<file path="src/design/mcc_pkg.sv">
// Shared types and constants for the minimum coin change table unit.
// No dependencies.
package mcc_pkg;

  localparam int AMT_W     = 10;
  localparam int CNT_W     = 11;
  localparam int COIN_W    = 16;
  localparam int TBL_DEPTH = 1024;

  localparam logic [AMT_W-1:0] MAX_AMOUNT  = AMT_W'(TBL_DEPTH - 1);
  localparam logic [CNT_W-1:0] UNREACHABLE = {CNT_W{1'b1}};

  typedef enum logic [2:0] {
    ST_CLEAR,
    ST_IDLE,
    ST_SWEEP,
    ST_DRAIN,
    ST_READ,
    ST_EMIT
  } mcc_state_t;

  typedef struct packed {
    logic              wr_en;
    logic [AMT_W-1:0]  wr_addr;
    logic [AMT_W-1:0]  rd_addr_cur;
    logic [AMT_W-1:0]  rd_addr_prev;
  } mcc_ram_ctl_t;

endpackage

</file>
<file path="src/design/mcc_relax.sv">
// Relaxation step of the sweep: best = min(best, best[a - coin] + 1),
// with forwarding of the last value written, for a coin of value 1. Uses mcc_pkg.
module mcc_relax import mcc_pkg::*; (
  input  logic             clk,
  input  logic             fwd_en,
  input  logic [CNT_W-1:0] cur_count,
  input  logic [CNT_W-1:0] prev_count,
  output logic [CNT_W-1:0] new_count
);

  logic [CNT_W-1:0] last_val_r;
  logic [CNT_W-1:0] prev_sel;
  logic [CNT_W-1:0] cand;
  logic             take;

  always_comb begin
    prev_sel  = fwd_en ? last_val_r : prev_count;
    cand      = prev_sel + CNT_W'(1);
    // candidate at or above the marker is dropped
    take      = (prev_sel < (UNREACHABLE - CNT_W'(1))) && (cand < cur_count);
    new_count = take ? cand : cur_count;
  end

  always_ff @(posedge clk) begin
    last_val_r <= new_count;
  end

endmodule

</file>
<file path="config.mk">
export PLATFORM = sky130hd
export DESIGN_NAME = mcc_relax
export DESIGN_NICKNAME = d
export VERILOG_FILES = /design/src/design/mcc_pkg.sv /design/src/design/mcc_relax.sv
export SDC_FILE = /design/constraint.sdc
export NUM_CORES = 1
export LEC_CHECK = 0
export ABC_AREA = 1
export BUFFER_PORTS_ARGS = -buffer_cell sky130_fd_sc_hd__buf_4
export CAP_MARGIN = 20
export CORE_MARGIN = 4
export CORE_UTILIZATION = 45
export CTS_CLUSTER_DIAMETER = 80
export CTS_CLUSTER_SIZE = 40
export DETAILED_ROUTE_END_ITERATION = 6
export GPL_TIMING_DRIVEN = 0
export PLACE_DENSITY = 0.75
export SLEW_MARGIN = 30
export SYNTH_ARGS = -nofsm -noshare
export SYNTH_HDL_FRONTEND = slang
export SYNTH_SLANG_ARGS = --single-unit
</file>
<file path="constraint.sdc">
create_clock -name clk -period 2.2 [get_ports clk]
set_input_delay 0 -clock clk [delete_from_list [all_inputs] [get_ports clk]]
set_output_delay 0 -clock clk [all_outputs]
set_load 0.02 [all_outputs]
</file>
Word level (Yosys, flattened, before mapping):

Cells that the tools add are included.

* input bits: 24
* flip-flop bits (word level): 11

* add/subtract/negate cells: 1
* order comparisons: 2
* reduce and logical (&&, ||, !) cells: 1
* muxes and demuxes: 2

Operator list (number)
* two-way mux 11 bit: 2
* adder 11 x 1 -> 11 bit (second input constant): 1
* less-than comparator 11 bit: 1
* less-than comparator 11 bit (second input constant): 1
* logical AND 1 bit: 1

Longest topological paths before layout:

* word-level depth: 5
* gate-level depth with buffers: 20
* mapped depth without buffers: 20

Least setup slack after synthesis:

OpenSTA, ideal clock, no wires.

* kind: register -> register
* start point: reg last_val_r[0]
* end point: reg last_val_r[9]
* buffers on the path: 0
* required time: 2049 ps
* slack: -331 ps
* arrival time: 2380 ps
* cell stages (with the launch flop): 19
* clock period less this slack: 2531 ps
* path through: dfxtp_1 > inv_1 > nand2_1 > nand2_1 > inv_1 > ha_1 > nand2_1 > nor2_4 > nand2_1 > nand2_1 > nand2_1 > ha_1 > nand2_1 > nor2_1 > nand2_1 > nor2_1 > nor2_1 > nand3_4 > o21ai_1

* cells in the longest elaborated chain, start to end: 5
* elaborated cells on any way between the ends: 6
* those cells by class: add/sub (1); order compare (2); mux (2); reduce/logical (1)

Ends and longest elaborated chain
* from (decl): line mcc_relax.sv:11 `logic [CNT_W-1:0] last_val_r;`
* from (signal assigned): line mcc_relax.sv:25 `last_val_r <= new_count;`
* two-way mux 11 bit (*): line mcc_relax.sv:17 `prev_sel = fwd_en ? last_val_r : prev_count;`
* adder 11 x 1 -> 11 bit: line mcc_relax.sv:18 `cand = prev_sel + CNT_W'(1);`
* less-than comparator 11 bit: line mcc_relax.sv:20 `take = (prev_sel < (UNREACHABLE - CNT_W'(1))) && (cand < cur_count);`
* logical AND 1 bit: line mcc_relax.sv:20
* two-way mux 11 bit (*): line mcc_relax.sv:21 `new_count = take ? cand : cur_count;`
* via new_count[9]: line mcc_relax.sv:8 `output logic [CNT_W-1:0] new_count`

Mark *: on every way through the listed nets, which the timed path passes. The rest lies on a longest branch.

Worst setup path in the final report:

* start point: reg last_val_r[3]
* end point: out new_count[8]

* cells in the longest elaborated chain, start to end: 5
* elaborated cells on any way between the ends: 6
* those cells by class: add/sub (1); order compare (2); mux (2); reduce/logical (1)

Ends and longest elaborated chain (line)
* two-way mux 11 bit (*): mcc_relax.sv:17
* adder 11 x 1 -> 11 bit: mcc_relax.sv:18
* less-than comparator 11 bit: mcc_relax.sv:20
* logical AND 1 bit: mcc_relax.sv:20
* two-way mux 11 bit (*): mcc_relax.sv:21
* to (decl): mcc_relax.sv:8

Mark *: on every way between the ends. The rest lies on a longest branch, timed or not.

==> key figures <==
STA
  – Slew headroom: 68.1%
  – RSZ-0062 raised after global routing: true
  – Final Skew: approximately 2 ps
  – Final Critical Period: 2920 ps
  – Final Hold Viols: 0
  – Max-slew violation count: 0
  – Final Worst Setup Slack: -724 ps
  – Worst hold slack: roughly 17 ps
  – Endpoints failing setup: 22
  – Fin crit share: 133%
  – Highest Clock Rate: around 0.34 GHz
  – Worst-Margin Slew: approximately 480 ps

Global routing
  – GRT overflow: 0
  – Global-route wire length before repair: 6290 um
  – Pin count of the biggest net entering global routing: 11
  – Vias in the first global route: 1354
  – Total track usage: about 24%
  – Initial antenna violation count: 0

Placed design
  – GP Congestion: ~0.85
  – Cell Area, Placed: 1510 um2
  – IO buf count: 34
  – Post-DP HPWL: ~2300 um

Setup path
  – CP arrival: about 2900 ps
  – Setup Crit Path Kind: reg -> out
  – Worst-path maximum fanout: 5
  – CP Launch Type: flip-flop
  – CP required: roughly 2200 ps
  – CP endpoint kind: output pin

Logic synthesis
  – Top-count cell post-synth: nand2_1
  – Post-synth ARST share: 0%
  – Post-synth top area cell: nand2_1
  – Compound-Gate Fraction of Synth Area: 7.05%
  – Register area share after synthesis: around 20%
  – Synth top area cells: nand2_1, dfxtp_1, ha_1, inv_1, nand2_2
  – Yosys warnings: 0
  – #FFs+latches synth: 11
  – Synth Area in XOR/XNOR: under 10%
  – Largest family of logic cells by synthesized area: simple AND/OR/NAND/NOR gates
  – Post-synthesis mux area share: 0%
  – Post-Syn Instances: 181
  – EDFF count, synth: 0
  – Area share of the largest cell type after synthesis: 27.0%
  – Adder-Cell Fraction of Synth Area: 12.5%
  – Synth Area in Simple Gates: between 40% and 50%
  – Syn avg cell area: just over 6 um2
  – Synthesized Nets: ~220
  – Synth cell count leaders: nand2_1, inv_1, dfxtp_1, ha_1, nor2_1
  – Synth Cell Area: ~1100 um2
  – Main flop type after synthesis: dfxtp_1
  – Distinct cells, synth: 23

Finish
  – ANT cells: 0
  – Top flop regs: last_val_r: 11 flops
  – FILL cells: between 100 and 150
  – Layout cells sized above 1: 46.5%
  – Largest Register: last_val_r
  – Max reg flops: 11
  – Area Growth Syn to Fin: 78.2%
  – Design Area, Final: roughly 2000 um2
  – Nets: 277

Outcome
  – Failing checks: negative setup slack
  – Status: complete, but fails checks

Routing
  – Drt drc: 0
  – Post-DR vias/cell: around 5.4
  – Post-route ant nets: 0
  – Initial DRC count: 80
  – Avg WL per Cell: between 15 and 20 um
  – Routed Wire Length: around 4700 um
  – Via Count: 1450
  – DR pass1 iterations: 4

Floorplan
  – Starting Density: between 40% and 50%
  – Site row count: 17
  – Die Ht: around 57 um
  – Core Area: roughly 2300 um2
  – Die Width: between 50 and 60 um
  – DIE AREA: ~3300 um2
  – I/O pin cnt: 35

Pwr
  – Pwr Total: approximately 1.7 mW
  – Worst vdd ir: about 0.00079 V
  – Pwr/cell area: between 800 and 900 nW/um2
  – Leakage: 1.05 nW

Clock network
  – Clock slew at reported path FFs: about 70 ps
  – H-tree depth: 1
  – Inserted Clock Buffers: 3
  – Bufs on Longest Clock Path: 2
  – CTS tree: yes
  – Root buffer cell: clkbuf_4
  – Worst-Skew Late Latency: approximately 270 ps
  – Sink Count: 11

Worst hold path
  – Worst hold path type: in -> reg

Run
  – Max cap viols: 0
## stage by stage
stage | setup slack [ps] | std cells | TNS [ps] | util, %
after global placement | -307 | 243 | -5650 | 66.4
after CTS | -557 | 264 | -8000 | 81.9
after detailed placement | -337 | 243 | -6260 | 66.4
after global routing | -870 | 269 | -15140 | 86.1
after floorplan | -104 | 181 | -972 | -
final | -724 | 269 | -12040 | 86.1
## report_power, final
group,total [mW],switching [mW],internal [mW]
combinational,1.26,0.687,0.575
clock,0.140,0.0701,0.0701
sequential,0.297,0.0266,0.271
total,1.70,0.784,0.915
## layout make-up
class | instances | area (um2) | share of cell area (%)
multi-input combinational | 136 | 1000 | 51.1
timing repair buffer | 56 | 523 | 26.7
sequential | 11 | 220 | 11.2
inverter | 32 | 123 | 6.26
tap | 28 | 35.0 | 1.79
buffer | 2 | 31.3 | 1.60
clock buffer | 4 | 26.3 | 1.34
## logic make-up after synthesis
family | Yosys count
XOR/XNOR | 4
flip-flops | 11
buffers and inverters | 34
AO/OA/AOI/OAI | 12
adder cells (fa/ha/maj) | 11
AND/OR/NAND/NOR | 109
## cells in the final DEF, fill, tap and decap left out, types with 2 or more instances in the layout
| cell | instances |
|---|---|
| buf_6 | 19 |
| nand3_1 | 6 |
| o21ai_0 | 2 |
| inv_2 | 2 |
| clkbuf_4 | 3 |
| nand2_2 | 16 |
| nor2_4 | 5 |
| buf_4 | 31 |
| dfxtp_1 | 11 |
| nor2_2 | 2 |
| nand2_4 | 15 |
| ha_1 | 8 |
| o21ai_4 | 5 |
| inv_1 | 29 |
| dlygate4sd3_1 | 6 |
| xor2_2 | 2 |
| a21oi_1 | 2 |
| ha_4 | 3 |
| nand2_1 | 54 |
| nand3_2 | 2 |
| nor2_1 | 6 |
## layer usage
| layer | vias up | share of wire, % | track usage [%] |
|---|---|---|---|
| met3 | 20 | 7.7 | 2.49 |
| met1 | 669 | 39 | 30.9 |
| met5 | - | 0 | 0 |
| met2 | 94 | 50 | 41.0 |
| li1 | 667 | - | - |
| met4 | 0 | 3.6 | 8.94 |
## worst paths after layout
path                            slack (ps)  depth (start not counted)                   from                    end
worst max-delay path                  -720                         19  last_val_r[3]$_DFF_P_           new_count[8]
worst min-delay path                    20                          3           cur_count[0]  last_val_r[0]$_DFF_P_
worst max register to register        -640                         20  last_val_r[3]$_DFF_P_  last_val_r[9]$_DFF_P_
worst min register to register         770                          4  last_val_r[4]$_DFF_P_  last_val_r[4]$_DFF_P_
## critical path, cell delays in order (launching register included)
cell	delay, ps
dfxtp_1	330
nand2_1	50
nand2_1	140
nand2_1	130
nor2_4	170
nand4_1	160
nand2_2	120
inv_1	60
ha_1	320
nand2_4	90
nor2_4	40
nand2_1	80
nand3_2	90
nor2_4	150
nand3_4	150
buf_6	170
buf_12	140
nand2_4	70
nand2_4	60
buf_6	130
## what timing repair did
item,CTS,global route
setup buffers,10,5
pin swaps,25,20
hold endpoints to repair,6,0
resized for setup,41,12
cloned,1,0
hold buffers,6,0
setup endpoints to repair,22,22
Note: power is estimated with default switching activity, not from simulation.
