File: config.mk
export PLATFORM = sky130hd
export DESIGN_NAME = mcc_ram
export DESIGN_NICKNAME = d
export VERILOG_FILES = /design/src/design/mcc_ram.sv
export SDC_FILE = /design/constraint.sdc
export NUM_CORES = 1
export LEC_CHECK = 0
export BUFFER_PORTS_ARGS = -buffer_cell sky130_fd_sc_hd__buf_2
export CORE_ASPECT_RATIO = 0.7
export CORE_MARGIN = 3
export CORE_UTILIZATION = 25
export CTS_CLUSTER_SIZE = 16
export DETAILED_ROUTE_END_ITERATION = 8
export PLACE_DENSITY_LB_ADDON = 0.2
export SETUP_SLACK_MARGIN = 0.2
export SLEW_MARGIN = 10
export SYNTH_ARGS = -nofsm -noshare
export SYNTH_HDL_FRONTEND = slang
export SYNTH_SLANG_ARGS = --single-unit
export TNS_END_PERCENT = 20
File: constraint.sdc
create_clock -name clk -period 2.9 [get_ports clk]
set_clock_uncertainty 0.1 [all_clocks]
set_input_delay 0.145 -clock clk [delete_from_list [all_inputs] [get_ports clk]]
set_output_delay 0.145 -clock clk [all_outputs]
set_load 0.01 [all_outputs]
File: src/design/mcc_ram.sv
// Generic synchronous RAM: one write port, two registered read ports.
// Read during a write to the same address returns the old data. No dependencies.
module mcc_ram #(
  parameter int WIDTH = 8,
  parameter int DEPTH = 16
) (
  input  logic                     clk,
  input  logic                     wr_en,
  input  logic [$clog2(DEPTH)-1:0] wr_addr,
  input  logic [WIDTH-1:0]         wr_data,
  input  logic [$clog2(DEPTH)-1:0] rd_addr_a,
  input  logic [$clog2(DEPTH)-1:0] rd_addr_b,
  output logic [WIDTH-1:0]         rd_data_a,
  output logic [WIDTH-1:0]         rd_data_b
);

  logic [WIDTH-1:0] mem_r [DEPTH];

  always_ff @(posedge clk) begin
    if (wr_en) begin
      mem_r[wr_addr] <= wr_data;
    end
    rd_data_a <= mem_r[rd_addr_a];
    rd_data_b <= mem_r[rd_addr_b];
  end

endmodule

======== Yosys cells after proc, flatten, opt, wreduce, memory -nomap -nowiden ========
Memory sizes are Yosys's and may differ from the RTL's. A register that Yosys moved wholly into a read port is not among the register bits.
Cells that the tools add are included.
word-level totals
  flip-flop bits (word level) ............. 0
  RAM bits ................................ 128
  input bits .............................. 22
  output and inout port bits .............. 16
  logic and storage cells ................. 3
  memories kept ........................... 1
memory list
  memory  words  bits a word  read ports  clocked after Yosys merged registers in  write ports  line  RTL
  mem_r   16     8            2           2                                        1            17    logic [WIDTH-1:0] mem_r [DEPTH];
operators by class
  muxes and demuxes ....................... 2
operator list
  kind               number
  1-bit two-way mux  2

======== Depth between registers and ports, before layout ========
Gate-level depths: netlist of the first run.
  depth in word-level cells ............... 2
  depth in mapped cells ................... 5
  depth with buffers taken out ............ 3

======== Worst setup path after synthesis of the first run ========
OpenSTA, ideal clock, no wires.
  kind .................................... input -> register
  start point ............................. input port wr_addr[2]
  end point ............................... memory mem_r[0][0] (enable)
  library setup time ...................... 0.383 ns
  data arrival time ....................... 1.255 ns
  required time ........................... 2.417 ns
  slack ................................... 1.162 ns
  stages on the path ...................... 2
  buffers on the path ..................... 0
  cell sequence ........................... or3b_2 > nor3_1
RTL lines
  what             line  RTL
  start, declared  9     input logic [$clog2(DEPTH)-1:0] wr_addr,
  end, declared    17
No word-level cell before the write port.

==> metrics.txt, run 1 <==
Worst IR Drop VDD=0.000401 V; Power Internal=0.00378 W; top post-synthesis cells by area=edfxtp_1 61%, mux4_2 12%, mux4_1 12%, dfxtp_1 5.0%, a22oi_1 3.8%; core area=24800 µm²; period utilization=54.6%; WS Path Type=in2reg; Primary FF master, synth=edfxtp_1; yosys warns=0; Switching Fraction=23.1%; max-slew violation count=0; synth-to-layout area growth=19.4%; Mean Syn Cell Area=20.7 µm²; area share of the leading cell type in the synthesized netlist=60.6%; DR top layer=met4; min cycle time layout=1.58 ns; filler instances=2393; global-route wire length before repair=24700 µm; M1 wire length=7580 µm; Starting Density=25.6%; row count=48; Place WS=0.818 ns; Max-Cap Viols=0; Slew HR=49.1%; CTS Buffer Depth=2; Setup violations, final=0; Vias/cell=4.75; Syn Nets=329; TNS Setup=0 ns; Synth Cell Area=6350 µm²; Synth cell types=20; clk sink count=144; CP Launch Type=input port; CP Capture Type=flip-flop; TritonRoute pass-1 iters=4; Final nets=393; highest-count cells in the layout ignoring fill and taps=128 x edfxtp_1, 37 x buf_2, 34 x mux4_2; Hold Crit Class=in2reg; commonest non-fill, non-tap cell in the layout=edfxtp_1; Post-synth EDFFs=128; post-route ant nets=0; initial antenna violation count=0; Routed WL=16600 µm; Comb power frac=7.4%; register share of total power=47.8%; fmax=632 MHz; post-route insts no fill=709; Worst-Skew Late Latency=0.41 ns; met2 wire len=7770 µm; Root Driver=clkbuf_16; Final Worst Setup Slack=1.32 ns; Routability Congestion=0.757; Seq/Total Area, Yosys=65.6%; # DRC=0; Slew @ Worst Pin=0.764 ns; Clock Power Share=44.9%; Hold Violations, Final=0; TritonCTS clock tree=done; Die H=139 µm; Clk pin slew, worst setup/hold paths=0.07 ns; Overflow after GRT=0; io pins=38; half-perimeter wire length after placement=11300 µm; CP Max Fanout=15; WL met3=1070 µm; Overall Global Routing Usage=12.6%; H-Tree Depth=4; PortBufs=37; asr flop ratio synth=0%; Avg WL per Cell=23.4 µm; Inserted Clock Buffers=17; DRT iter0 DRCs=251; die width=196 µm; largest net degree at the start of global routing=27; placed insts=676; status=finished clean; share of cells above drive strength 1=34.4%; synthesis-stage register bit count=144; required time worst endpoint=3.10 ns; crit path DAT=1.78 ns; vias in the first global route=3709; Yosys top cell by area=edfxtp_1; RSZ-0062 raised after global routing=no; Post-Syn Instances=307; routed via count=3366; Pleak=2.58 nW; Diodes inserted=0; Post-Route Hold Slack=0.0110 ns; PwrDens=648 nW/µm²; NetSw=0.00113 W; full die area=27400 µm²
-- area by class of cell --
cell class / count / area, µm² / area share, %
clock buffers: 17 / 425 / 5.61
clock inverters: 15 / 176 / 2.33
multi-input cells: 143 / 2010 / 26.5
flip-flops and latches: 144 / 4160 / 54.9
well taps: 325 / 407 / 5.36
repair buffers: 65 / 398 / 5.25
-- worst max-delay path: stages --
cell,delay [ns]
buf_2,0.32
buf_4,0.37
mux4_1,0.60
a22oi_1,0.26
nand2_1,0.08
-- stage by stage --
stage	util, %	area [µm²]	total power (W)
after floorplan	-	6350	0.00260
after global placement	28.1	6970	0.00276
after detailed placement	28.1	6970	0.00276
after CTS	30.6	7580	0.00498
after global routing	30.6	7580	0.00511
final	30.6	7580	0.00491
-- synthesized netlist by cell type (2+ instances only) --
cell type        count
a22oi_1             32
buf_2                6
edfxtp_1           128
nand3b_1             2
buf_4                2
mux4_1              28
mux4_4               2
buf_6                6
and2b_1              2
clkdlybuf4s25_2      6
nand2b_1             2
nor2b_1              2
and2_1               2
dfxtp_1             16
nor3_1               4
nor2_1              14
nand2_1             17
mux4_2              34
-- routing by layer --
layer	vias to the layer above	global-route usage, %
met5	-	0
met1	1788	17.9
met4	0	3.07
met2	92	19.8
li1	1469	-
met3	17	2.98
-- flip-flops by register name (all words and copies together), names as in the netlist --
| name | flops |
|---|---|
| rd_data_a | 8 |
| rd_data_b | 8 |
| mem_r | 128 |
-- power by group through the flow --
| stage | Sequential, W | Combinational [W] | Clock (W) |
|---|---|---|---|
| 2_1_floorplan | 0.00239 | 0.000210 | 0 |
| 5_1_grt | 0.00235 | 0.000393 | 0.00236 |
| 4_1_cts | 0.00235 | 0.000371 | 0.00226 |
| 3_3_place_gp | 0.00239 | 0.000368 | 0 |
| 6_report | 0.00235 | 0.000362 | 0.00221 |
| 3_5_place_dp | 0.00239 | 0.000368 | 0 |
-- path summary, 6_finish.rpt --
check	endpoint	start	slack, ns	cells past startpoint
max	rd_data_a[2]	rd_addr_a[0]	1.32	5
min reg2reg	rd_data_a[3]	mem_r[5][3]	0.60	3
min	mem_r[12][3]	wr_data[3]	0.01	1
max reg2reg	rd_data_a[4]	mem_r[2][4]	1.35	3
-- cell families after synthesis --
group,count (synthesis),share of synthesized area (%)
AO/OA/AOI/OAI,32,3.79
buffers and inverters,20,2.72
flip-flops,144,65.6
multiplexers,64,24.4
AND/OR/NAND/NOR,47,3.43
-- repair_timing --
action | CTS | global route
setup buffers | 0 | 0
hold endpoints to repair | 6 | 0
hold buffers | 1 | 0
gates resized for setup | 0 | 0
No activity file was read; power rests on OpenSTA's default activity.
==> run 2: changes to the inputs <==
--- a/config.mk
+++ b/config.mk
@@ -5,6 +5,7 @@
 export SDC_FILE = /design/constraint.sdc
 export NUM_CORES = 1
 export LEC_CHECK = 0
+export ABC_AREA = 1
 export BUFFER_PORTS_ARGS = -buffer_cell sky130_fd_sc_hd__buf_2
 export CORE_ASPECT_RATIO = 0.7
 export CORE_MARGIN = 3
==> constraint.sdc (replaced) <==
create_clock -name clk -period 1.4 [get_ports clk]
set_clock_uncertainty 0.1 [all_clocks]
set_input_delay 0.07 -clock clk [delete_from_list [all_inputs] [get_ports clk]]
set_output_delay 0.07 -clock clk [all_outputs]
set_load 0.01 [all_outputs]
==> metrics.txt, run 2 <==
Final nets=935 (+140%); highest-count cells in the layout ignoring fill and taps=276 x nand2_1, 221 x nand3_1, 134 x inv_1; Synth Cell Area=7260 µm² (+14%); Hold Violations, Final=0 (unchanged); WS Path Type=in2reg; Clk pin slew, worst setup/hold paths=0.06 ns (about the same); Slew HR=69.9% (+21 points); RSZ-0062 raised after global routing=yes; worst r2r src=mem_r[7][2]; initial antenna violation count=0 (unchanged); yosys warns=0 (unchanged); Post-Syn Instances=851 (+180%); NetSw=0.00260 W (+130%); Max-Cap Viols=0 (unchanged); synthesis-stage register bit count=144 (unchanged); Yosys top cell by area=edfxtp_1; Switching Fraction=23.4% (+0.30 points); H-Tree Depth=4 (unchanged); routed via count=6071 (+80%); Worst-Skew Late Latency=0.43 ns (+0.02 ns); Reg-to-Reg End=rd_data_b[2]; max-slew violation count=0 (unchanged); Power Internal=0.00854 W (+130%); status=finished clean; Overall Global Routing Usage=16.0% (+3.4 points); TritonCTS clock tree=done; Pleak=3.95 nW (+53%); Avg WL per Cell=19.1 µm (-18%); Starting Density=25.7% (+0.15 points); CP Capture Point=rd_data_a[3]; core area=28200 µm² (+14%); Routability Congestion=0.829 (+9.5%); max reg flops=128 (unchanged); post-CTS setup buffers=0 (unchanged); Syn Nets=873 (+170%); commonest non-fill, non-tap cell in the layout=nand2_1; area share of the leading cell type in the synthesized netlist=52.9% (-7.6 points); Overflow after GRT=0 (unchanged); min cycle time layout=1.22 ns; Root Driver=clkbuf_16; reg2reg path depth=6 (+3); row count=51 (+6.3%); filler instances=2946 (+23%); period utilization=87.1%; CTS Buffer Depth=2 (unchanged); # DRC=0 (unchanged); Post-DP Area=8140 µm² (+17%); Clock Power Share=46.1% (+1.2 points); TritonRoute pass-1 iters=5 (+1); post-route ant nets=0 (unchanged); CP Max Fanout=8 (-7); Post-Route Hold Slack=0.0613 ns (+0.0503 ns); Vias/cell=4.68 (-1.4%); share of cells above drive strength 1=13.2% (-21 points); Inserted Clock Buffers=17 (unchanged); CP Capture Type=flip-flop; asr flop ratio synth=0% (unchanged); synth-to-layout area growth=22.8%; TNS Setup=0 ns (unchanged); Top reg by flops=mem_r; beginning of the critical path=rd_addr_a[3]; clk sink count=144 (unchanged); CP Launch Type=input port; Mean Syn Cell Area=8.53 µm² (-59%); Top Registers=mem_r: 128 flops, rd_data_a: 8 flops, rd_data_b: 8 flops; Routed WL=24800 µm (+49%); Hold Crit Class=in2reg; global-route wire length before repair=36700 µm (+48%); required time worst endpoint=1.67 ns (-1.43 ns); fmax=820 MHz; largest net degree at the start of global routing=54 (+100%); die width=210 µm (+6.7%); Comb power frac=10.4% (+3.0 points); reg-to-reg setup timing slack=0.21 ns (-1.14 ns); Final Util=31.6% (+1.1 points); Seq/Total Area, Yosys=57.4% (-8.3 points); Synth top cells by count=277 x nand2_1, 225 x nand3_1, 134 x inv_1; count leader, synth=nand2_1; PwrDens=1250 nW/µm² (+93%); vias in the first global route=5477 (+48%); Tot Pwr=0.0111 W (+130%); io pins=38 (unchanged); Worst IR Drop VDD=0.000669 V (+67%); fin area=8920 µm² (+18%); Primary FF master, synth=edfxtp_1; register share of total power=43.5% (-4.3 points); PortBufs=37 (unchanged); Setup violations, final=0 (unchanged); Slew @ Worst Pin=0.451 ns (-0.312 ns); Synth cell types=13 (-35%); crit path DAT=1.49 ns (-0.29 ns); full die area=31200 µm² (+14%); half-perimeter wire length after placement=16300 µm (+44%); Post-synth EDFFs=128 (unchanged); Diodes inserted=0 (unchanged); Die H=149 µm (+6.7%); DRT iter0 DRCs=711 (+180%); top post-synthesis cells by area=edfxtp_1 53%, nand3_1 16%, nand2_1 14%, inv_1 6.9%, dfxtp_1 4.4%
run 2: logic make-up (layout without fill, tap and decap cells):
logic type | count (synthesis) | count (layout) | share of synthesized area [%]
AND/OR/NAND/NOR | 521 | 521 | 30.9
buffers and inverters | 186 | 261 | 11.7
flip-flops | 144 | 144 | 57.4
run 2: cell type report:
class,instances,area (µm²),area share (%)
timing repair buffer,91,838,9.40
inverter,138,518,5.81
clock inverter,10,180,2.02
tap,371,464,5.21
sequential,144,4160,46.7
multi-input combinational,521,2270,25.4
clock buffer,22,484,5.43
run 2: worst min-delay path by stage:
stage | slack [ns] | from | depth (start not counted) | endpoint
finish | 0.06 | rd_addr_b[3] | 4 | rd_data_b[0]
global route | 0.05 | rd_addr_b[3] | 4 | rd_data_b[0]
CTS | 0.03 | rd_addr_b[3] | 4 | rd_data_b[0]
detailed placement | 0.32 | rd_addr_a[3] | 3 | rd_data_a[5]
global placement | 0.32 | rd_addr_a[3] | 3 | rd_data_a[5]
floorplan | 0.07 | wr_data[0] | 0 | mem_r[0][0]
run 2: per-layer routing:
metal  vias to the layer above  part of all wire (%)  track usage (%)
li1                       2864                     -                -
met1                      2876                    51             26.4
met4                         0                  0.71             3.08
met3                        16                    11             4.68
met2                       315                    37             20.1
met5                         -                     0                0
run 2: power by group through the flow:
stage	Combinational, W	Clock (W)	Sequential [W]
after floorplan	0.000605	0	0.00495
after global placement	0.00112	0	0.00494
after detailed placement	0.00112	0	0.00494
after CTS	0.00114	0.00520	0.00485
after global routing	0.00127	0.00543	0.00486
final	0.00116	0.00513	0.00485
run 2: stage by stage:
step                setup slack (ns)  instances
finish                         0.180       1297
global route                   0.165       1297
CTS                            0.195       1297
detailed placement            0.0427       1256
global placement              0.0633       1256
floorplan                      0.279        851
run 2: timing repair:
| action | 4_1_cts | 5_1_grt |
|---|---|---|
| hold buffers | 9 | 0 |
| setup endpoints to repair | 2 | 13 |
| pin swaps | 0 | 1 |
| hold endpoints to repair | 126 | 0 |
| resized for setup | 1 | 4 |
run 2: critical path, cell delays in order:
cell	delay, ns
dlygate4sd3_1	0.53
buf_2	0.18
inv_1	0.33
nand3_1	0.25
nand2_1	0.12
==> run 3: changes to the inputs <==
--- a/config.mk
+++ b/config.mk
@@ -5,14 +5,14 @@
 export SDC_FILE = /design/constraint.sdc
 export NUM_CORES = 1
 export LEC_CHECK = 0
-export ABC_AREA = 1
-export BUFFER_PORTS_ARGS = -buffer_cell sky130_fd_sc_hd__buf_2
 export CORE_ASPECT_RATIO = 0.7
 export CORE_MARGIN = 3
 export CORE_UTILIZATION = 25
 export CTS_CLUSTER_SIZE = 16
 export DETAILED_ROUTE_END_ITERATION = 8
+export DONT_BUFFER_PORTS = 1
 export PLACE_DENSITY_LB_ADDON = 0.2
+export REMOVE_ABC_BUFFERS = 1
 export SETUP_SLACK_MARGIN = 0.2
 export SLEW_MARGIN = 10
 export SYNTH_ARGS = -nofsm -noshare
==> metrics.txt, run 3 (synthesis gave the netlist of run 1 again) <==
Final nets=358 (-62%); RSZ-0062 raised after global routing=yes; crit path DAT=1.70 ns (+0.21 ns); violated checks=hold timing, setup timing; DRT iter0 DRCs=336 (-53%); Switching Fraction=20.8% (-2.5 points); grt met2 use=18.2% (-1.9 points); io pins=38 (unchanged); Hold Crit Class=in2reg; reg2reg path depth=3 (-3); Comb power frac=5.5% (-4.9 points); register share of total power=47.8% (+4.3 points); Top reg by flops=mem_r; Inserted Clock Buffers=17 (unchanged); Clock Power Share=46.6% (+0.5 points); WS Path Type=reg2reg; placed insts=632 (-50%); Overall Global Routing Usage=12.5% (-3.5 points); clk sink count=144 (unchanged); Clk pin slew, worst setup/hold paths=0.06 ns (about the same); Worst IR Drop VDD=0.000809 V (+21%); die width=196 µm (-6.3%); fmax=662 MHz (-19%); synth-to-layout area growth=17.9%; Die H=139 µm (-6.2%); Vias/cell=4.91 (+4.9%); Hold Path Depth=3 (-1); fin area=7480 µm² (-16%); CP Capture Type=flip-flop; commonest non-fill, non-tap cell in the layout=edfxtp_1; Most Crowded Layer GR=met2; Routed WL=16700 µm (-33%); initial antenna violation count=0 (unchanged); PortBufs=0 (-100%); post-CTS setup buffers=0 (unchanged); required time worst endpoint=1.59 ns (-0.08 ns); CTS Buffer Depth=2 (unchanged); Final Worst Setup Slack=-0.110 ns (-0.290 ns); highest-count cells in the layout ignoring fill and taps=128 x edfxtp_1, 47 x mux4_2, 20 x buf_4; # DRC=0 (unchanged); max-slew violation count=0 (unchanged); routed via count=3310 (-45%); status=complete, but fails checks; Post-DP Area=6730 µm² (-17%); largest net degree at the start of global routing=33 (-39%); cts hold-fix bufs=10 (+1); post-route insts no fill=674 (-48%); Diodes inserted=0 (unchanged); worst-path cell chain=mux4_4, a22oi_2, nand2_1; slowest CP cell=mux4_4; Worst-Skew Late Latency=0.41 ns (-0.02 ns); TritonCTS clock tree=done; Pleak=2.39 nW (-40%); Slew @ Worst Pin=1.29 ns (+0.839 ns); Power Internal=0.00811 W (-5.0%); Avg WL per Cell=24.7 µm (+29%); Post-Route Hold Slack=-0.128 ns (-0.189 ns); vias in the first global route=3620 (-34%); met1 usage=17.7% (-8.7 points); Root Driver=clkbuf_16; Setup violations, final=11 (+11); Slew HR=13.7% (-56 points); Hold Violations, Final=16 (+16); TNS Setup=-0.547 ns (-0.547 ns); period utilization=108% (+21 points); NetSw=0.00213 W (-18%); met3 usage=4.67% (-0.0097 points); Tot Pwr=0.0102 W (-8.1%); row count=48 (-5.9%); filler instances=2413 (-18%); core area=24800 µm² (-12%); PwrDens=1370 nW/µm² (+9.5%); post-route ant nets=0 (unchanged); crit-path max cell delay=0.61 ns (+0.08 ns); CP Max Fanout=2 (-6); TritonRoute pass-1 iters=7 (+2); H-Tree Depth=4 (unchanged); Starting Density=25.6% (-0.15 points); share of cells above drive strength 1=33.0% (+20 points); CP Launch Type=flip-flop; Routability Congestion=0.735 (-11%); min cycle time layout=1.51 ns (+0.290 ns); Top Registers=mem_r: 128 flops, rd_data_a: 8 flops, rd_data_b: 8 flops; Overflow after GRT=0 (unchanged); Top delay family on crit path=multiplexers; global-route wire length before repair=24600 µm (-33%); CP bufs+invs=0 (-3); full die area=27400 µm² (-12%); WP depth=3 (-2); max reg flops=128 (unchanged); half-perimeter wire length after placement=10700 µm (-34%); Max-Cap Viols=0 (unchanged)
run 3: power by group through the flow:
| stage | Combinational, W | Clock [W] | Sequential [W] |
|---|---|---|---|
| 6_report | 0.000568 | 0.00477 | 0.00490 |
| 5_1_grt | 0.000614 | 0.00511 | 0.00491 |
| 4_1_cts | 0.000564 | 0.00489 | 0.00490 |
| 3_5_place_dp | 0.000463 | 0 | 0.00499 |
| 3_3_place_gp | 0.000463 | 0 | 0.00499 |
| 2_1_floorplan | 0.000337 | 0 | 0.00496 |
run 3: final timing paths:
kind | from | endpoint | slack, ns
setup reg to reg | mem_r[3][0] | rd_data_a[0] | -0.11
hold / removal | rd_addr_a[1] | rd_data_a[7] | -0.13
setup / recovery | mem_r[3][0] | rd_data_a[0] | -0.11
hold reg to reg | mem_r[14][3] | rd_data_b[3] | 0.60
run 3: final cells by class:
cell class              instances  area [µm²]  area share [%]
flip-flops and latches        144        4160            55.6
multi-input cells             143        2040            27.3
clock buffers                  20         437            5.84
well taps                     325         407            5.43
repair buffers                 30         250            3.34
clock inverters                12         185            2.47
run 3: per-layer routing:
metal | wire [µm] | part of all wire, %
met2 | 7490 | 45
met4 | 145 | 0.87
met5 | 0 | 0
met1 | 7610 | 46
met3 | 1410 | 8.5
run 3: metrics by stage:
stage | setup slack, ns | hold WS [ns] | utilization [%]
floorplan | -0.263 | 0.0689 | -
global placement | -0.224 | 0.0699 | 27.1
detailed placement | -0.212 | 0.0700 | 27.1
CTS | -0.127 | -0.168 | 30.1
global route | -0.174 | -0.154 | 30.2
finish | -0.110 | -0.128 | 30.2
run 3: worst register-to-register path, stage by stage (launching register included):
cell      delay (ns)
edfxtp_1        0.38
mux4_4          0.61
a22oi_2         0.22
nand2_1         0.09
run 3: repair_timing:
action	CTS	global route
endpoints found under the setup margin	16	26
resized for setup	17	12
endpoints found under the hold margin	176	16
pin swaps	10	11
